File: config.mk
export PLATFORM = sky130hd
export DESIGN_NAME = kctw_cell
export DESIGN_NICKNAME = d
export VERILOG_FILES = /design/src/rtl/core/kctw_pkg.sv /design/src/rtl/core/kctw_cell.sv
export SDC_FILE = /design/constraint.sdc
export NUM_CORES = 1
export LEC_CHECK = 0
export ABC_AREA = 1
export BUFFER_PORTS_ARGS = -buffer_cell sky130_fd_sc_hd__buf_4
export CAP_MARGIN = 0
export CORE_AREA = 2 2 165 167
export DETAILED_ROUTE_END_ITERATION = 10
export DIE_AREA = 0 0 167 169
export PLACE_DENSITY = 0.87
export SLEW_MARGIN = 20
export SYNTH_ARGS = -nofsm -noshare
export SYNTH_HDL_FRONTEND = slang
export SYNTH_SLANG_ARGS = --single-unit
File: constraint.sdc
create_clock -name aclk -period 3.1 [get_ports aclk]
set_input_delay 0.62 -clock aclk [delete_from_list [all_inputs] [get_ports aclk]]
set_output_delay 0.62 -clock aclk [all_outputs]
set_load 0.02 [all_outputs]
File: src/rtl/core/kctw_pkg.sv
package kctw_pkg;

    // operation codes
    localparam logic OP_INC = 1'b0;
    localparam logic OP_QRY = 1'b1;

    // input beat
    typedef struct packed {
        logic               op;
        logic [31:0]        server_addr;
        logic signed [31:0] amount;
        logic [62:0]        now;
    } in_beat_t;

    // result beat
    typedef struct packed {
        logic signed [63:0] count;
        logic               was_present;
        logic               status;
    } out_beat_t;

    // request token walking down the cell chain
    typedef struct packed {
        logic               vld;
        logic               op;
        logic [31:0]        key;
        logic signed [31:0] amount;
        logic               found;
        logic               free_ok;
        logic [63:0]        count;
    } tok_t;

    // broadcast control from the sequencer to every cell
    typedef struct packed {
        logic        clr;
        logic        ins;
        logic [31:0] ins_key;
    } ctl_t;

    // sequencer states
    typedef enum logic [1:0] {
        ST_IDLE,
        ST_LAUNCH,
        ST_WALK,
        ST_DRAIN
    } state_t;

endpackage

File: src/rtl/core/kctw_cell.sv
module kctw_cell #(
    parameter int IDX_W = 6,
    parameter int IDX   = 0
) (
    input  logic                aclk,
    input  logic                aresetn,
    input  kctw_pkg::ctl_t      ctl,
    input  logic [IDX_W-1:0]    ins_idx,
    input  kctw_pkg::tok_t      tok_in,
    input  logic [IDX_W-1:0]    free_in,
    output kctw_pkg::tok_t      tok_out,
    output logic [IDX_W-1:0]    free_out
);

    logic [31:0]        key_reg;
    logic [63:0]        count_reg;
    logic               valid_reg;
    logic               valid_next;
    kctw_pkg::tok_t     tok_reg;
    kctw_pkg::tok_t     tok_next;
    logic [IDX_W-1:0]   free_reg;
    logic [IDX_W-1:0]   free_next;
    logic               valid_eff;
    logic               hit;
    logic               ins_here;
    logic [63:0]        sum;

    // a clear in this cycle already hides the entry from the token
    assign valid_eff = valid_reg & ~ctl.clr;
    assign hit       = tok_in.vld & valid_eff & (key_reg == tok_in.key);
    assign ins_here  = ctl.ins & (ins_idx == IDX_W'(IDX));
    assign sum       = count_reg + {{32{tok_in.amount[31]}}, tok_in.amount};

    // token update at this cell
    always_comb begin
        tok_next  = tok_in;
        free_next = free_in;
        if (hit) begin
            tok_next.found = 1'b1;
            tok_next.count = (tok_in.op == kctw_pkg::OP_INC) ? sum : count_reg;
        end
        if (tok_in.vld && !tok_in.free_ok && !valid_eff) begin
            tok_next.free_ok = 1'b1;
            free_next        = IDX_W'(IDX);
        end
    end

    // valid bit
    always_comb begin
        valid_next = valid_reg;
        if (ctl.clr) begin
            valid_next = 1'b0;
        end else if (ins_here) begin
            valid_next = 1'b1;
        end
    end

    // valid bit and token, reset clears the valid bit and only the token valid
    always_ff @(posedge aclk) begin
        if (!aresetn) begin
            valid_reg   <= 1'b0;
            tok_reg.vld <= 1'b0;
        end else begin
            valid_reg   <= valid_next;
            tok_reg     <= tok_next;
        end
    end

    // entry payload and free slot index
    always_ff @(posedge aclk) begin
        if (ins_here) begin
            key_reg   <= ctl.ins_key;
            count_reg <= '0;
        end else if (hit && tok_in.op == kctw_pkg::OP_INC) begin
            count_reg <= sum;
        end
        free_reg        <= free_next;
    end

    assign tok_out  = tok_reg;
    assign free_out = free_reg;

endmodule

==> results.py <==
metrics = {
    "logic_synthesis": {
        "synthCells": 2078,
        "synth_top_family_by_area": "simple AND/OR/NAND/NOR gates",
        "syn_area_mm2": 0.0146,
        "syn_area_per_cell_um2": 7.05,
        "ys_warn_count": 0,
        "yosys_register_bits": 235,
        "synth_nets": 2322,
        "synth_top_cell_by_area": "edfxtp_1",
        "synth_xor_area_frac": 0.0257,
        "ys_seq_area_frac": 0.433,
        "synth_top_area_frac": 0.334,
        "synth_compound_area_frac": 0.0426,
        "muxShareOfSynthArea": 0,
        "ys_types": 33,
        "synth-adder-area-share": 0.0552,
        "synth_area_leaders": "edfxtp_1, nand2_1, dfxtp_1",
        "yosys.area_share.simple": 0.342,
    },
    "pwr": {
        "p_int_mw": 5.89,
        "peakVddDrop_v": 0.000522,
        "power_mw": 7.86,
        "sw_frac_of_total": 0.250,
        "powerDensity_mw_per_mm2": 426,
        "leakage_nw": 9.54,
        "seqPwrFrac": 0.454,
        "clockPowerShare": 0.416,
        "power.switching_mw": 1.97,
        "p_comb_frac": 0.130,
    },
    "drt": {
        "drtIter0Drc": 1966,
        "ant_nets": 0,
        "num_vias": 15000,
        "routedWlPerCell_um": 19.2,
        "first_pass_iters": 6,
        "viasPerCell": 5.40,
        "wl_um": 53400,
        "top_layer": "met4",
        "wl_met1_um": 21200,
        "wl_met2_um": 25100,
        "drc": 0,
        "wl_met3_um": 4530,
    },
    "sta": {
        "min_period_ns": 2.76,
        "clock.fmax_mhz": 362,
        "finalCritPeriodShare": 0.891,
        "finalHoldWorstSlack_ns": 0.243,
        "max_slew.worst_pin.slew_ns": 0.668,
        "report.final.slew_viol_count": 0,
        "fin_setup_tns_ns": 0,
        "setup_viol": 0,
        "finalHoldViolations": 0,
        "maxSlewHeadroom": 0.554,
        "rsz0062_at_grt": "no",
        "skew_ns": 0.0227,
        "fin_ws_ns": 0.336,
    },
    "finish": {
        "drive_gt1_frac": 0.168,
        "mostFrequentLayoutCell": "nand2_1",
        "final_nets": 2664,
        "layout.cells.non_filler": 2782,
        "fillers": 2160,
        "postLayoutCellArea_mm2": 0.0185,
        "area_growth_pct": 26.2,
        "largest_reg_flops": 132,
        "most-common-layout-cells": "nand2_1, inv_1, buf_4, edfxtp_1, nand3_1",
        "utilization": 0.697,
    },
    "floorplan": {
        "start_util": 0.553,
        "io_pins": 318,
        "core_area_mm2": 0.0265,
        "die_height_um": 169,
        "die_w_um": 167,
        "die-area_mm2": 0.0282,
        "num_rows": 60,
    },
    "worst_setup_path": {
        "cpPeakStageDelay_ns": 0.44,
        "path_class": "reg2reg",
        "slowest_stage": "fa_1",
        "cp.required_ns": 3.39,
        "path_common_cell": "nand2_1",
        "path_cells": "ha_1 -> fa_1 -> nand3_1 -> nand3_1 -> nand2_1 -> nand2_1 -> nand2_1 -> nand2_1 -> nand2_1 -> nand2_1 -> nand2_1 -> nand3_1 -> nand3_2 -> nand3_1",
        "worstSetupEndpointType": "flop",
        "crit_arrival_ns": 3.05,
        "crit_path_max_fanout": 4,
        "critPathLaunchType": "flop",
    },
    "cts": {
        "htree_levels": 1,
        "cts_tree": "yes",
        "cts_buffers": 26,
        "clkTransAtPathRegs_ns": 0.06,
        "cts_setup_buffers": 0,
        "clock_sinks": 235,
        "cts_resized": 0,
        "cts_buffer_depth": 3,
        "cts_hold_buffers": 0,
        "cts_root_buffer": "clkbuf_16",
        "clk_latency_ns": 0.56,
    },
    "placement": {
        "gp_congestion": 0.957,
        "io_buffers": 317,
        "dp_slack_ns": 0.00809,
        "dpl.cell_count": 2733,
        "place_area_mm2": 0.0176,
        "dp_hpwl_um": 41600,
    },
    "global_route": {
        "grt_overflow": 0,
        "grt_usage": 0.366,
        "grt_max_degree": 66,
        "grt_pass1_wl_um": 79900,
        "antenna_found_initial": 2,
        "grt_pass1_vias": 14400,
    },
    "run_status": {
        "status": "finished clean",
    },
    "min_path": {
        "min_path_type": "in2reg",
    },
    "run": {
        "drv_cap": 0,
    },
}
==> critical path, delay by kind of cell, from the launching register on <==
family	cells	cell delay, ns
AND/OR/NAND/NOR	12	1.47
flip-flops	1	0.33
adder cells (fa/ha/maj)	2	0.67
==> cell families (layout without fill, tap and decap cells) <==
logic type / count (synthesis) / count (layout)
XOR/XNOR: 43 / 43
other: 0 / 1
buffers and inverters: 383 / 745
AND/OR/NAND/NOR: 1230 / 1230
adder cells (fa/ha/maj): 64 / 64
AO/OA/AOI/OAI: 123 / 123
flip-flops: 235 / 235
==> cell usage after synthesis <==
| cell type | count |
|---|---|
| xnor2_1 | 11 |
| and2_1 | 2 |
| nand3_2 | 3 |
| dfxtp_1 | 72 |
| o21bai_1 | 2 |
| a21boi_0 | 1 |
| or2_2 | 13 |
| nor4_1 | 3 |
| nand4_1 | 13 |
| nor2_4 | 1 |
| o22ai_1 | 1 |
| buf_6 | 3 |
| buf_2 | 21 |
| ha_1 | 63 |
| nand3_1 | 156 |
| nor2_2 | 1 |
| nor3b_1 | 2 |
| and3_1 | 1 |
| xor2_1 | 32 |
| o21ai_0 | 12 |
| edfxtp_1 | 163 |
| nor3_1 | 21 |
| inv_1 | 349 |
| clkbuf_1 | 8 |
| nor3_2 | 1 |
| nor2b_1 | 1 |
| nor3_4 | 1 |
| a21oi_1 | 107 |
| fa_1 | 1 |
| nand3b_1 | 9 |
| nor2_1 | 150 |
| inv_2 | 2 |
| nand2_1 | 852 |
==> path summary, 6_finish.rpt <==
| check | startpoint | to | slack [ns] | cells past startpoint |
|---|---|---|---|---|
| worst max-delay path | count_reg[0]$_SDFFE_PP0P_ | tok_out[62]$_DFFE_PP_ | 0.34 | 14 |
| worst min-delay path | ctl[3] | key_reg[3]$_DFFE_PP_ | 0.24 | 1 |
| worst max register to register | count_reg[0]$_SDFFE_PP0P_ | tok_out[62]$_DFFE_PP_ | 0.34 | 14 |
| worst min register to register | count_reg[40]$_SDFFE_PP0P_ | count_reg[40]$_SDFFE_PP0P_ | 0.49 | 2 |
==> per-layer routing <==
metal | up-vias | track usage
li1 | 7195 | -
met1 | 6871 | 0.464
met2 | 826 | 0.628
met3 | 138 | 0.0554
met4 | 0 | 0.151
met5 | - | 0
==> power groups by stage <==
stage               sequential (mW)  clock (mW)  combinational, mW
floorplan                      3.81           0              0.245
global placement               3.63           0              0.981
detailed placement             3.63           0               1.00
CTS                            3.57        3.27               1.01
global route                   3.58        3.38               1.08
finish                         3.57        3.27               1.02
==> layout make-up <==
type | instances | area (um2) | area share
multi-input combinational | 1460 | 6840 | 0.370
clock inverter | 10 | 134 | 0.00725
antenna | 1 | 2.50 | 0.000135
timing repair buffer | 346 | 2660 | 0.144
sequential | 235 | 6340 | 0.343
clock buffer | 38 | 757 | 0.0410
tap | 341 | 427 | 0.0231
inverter | 351 | 1320 | 0.0713
Note: power is estimated with default switching activity, not from simulation.
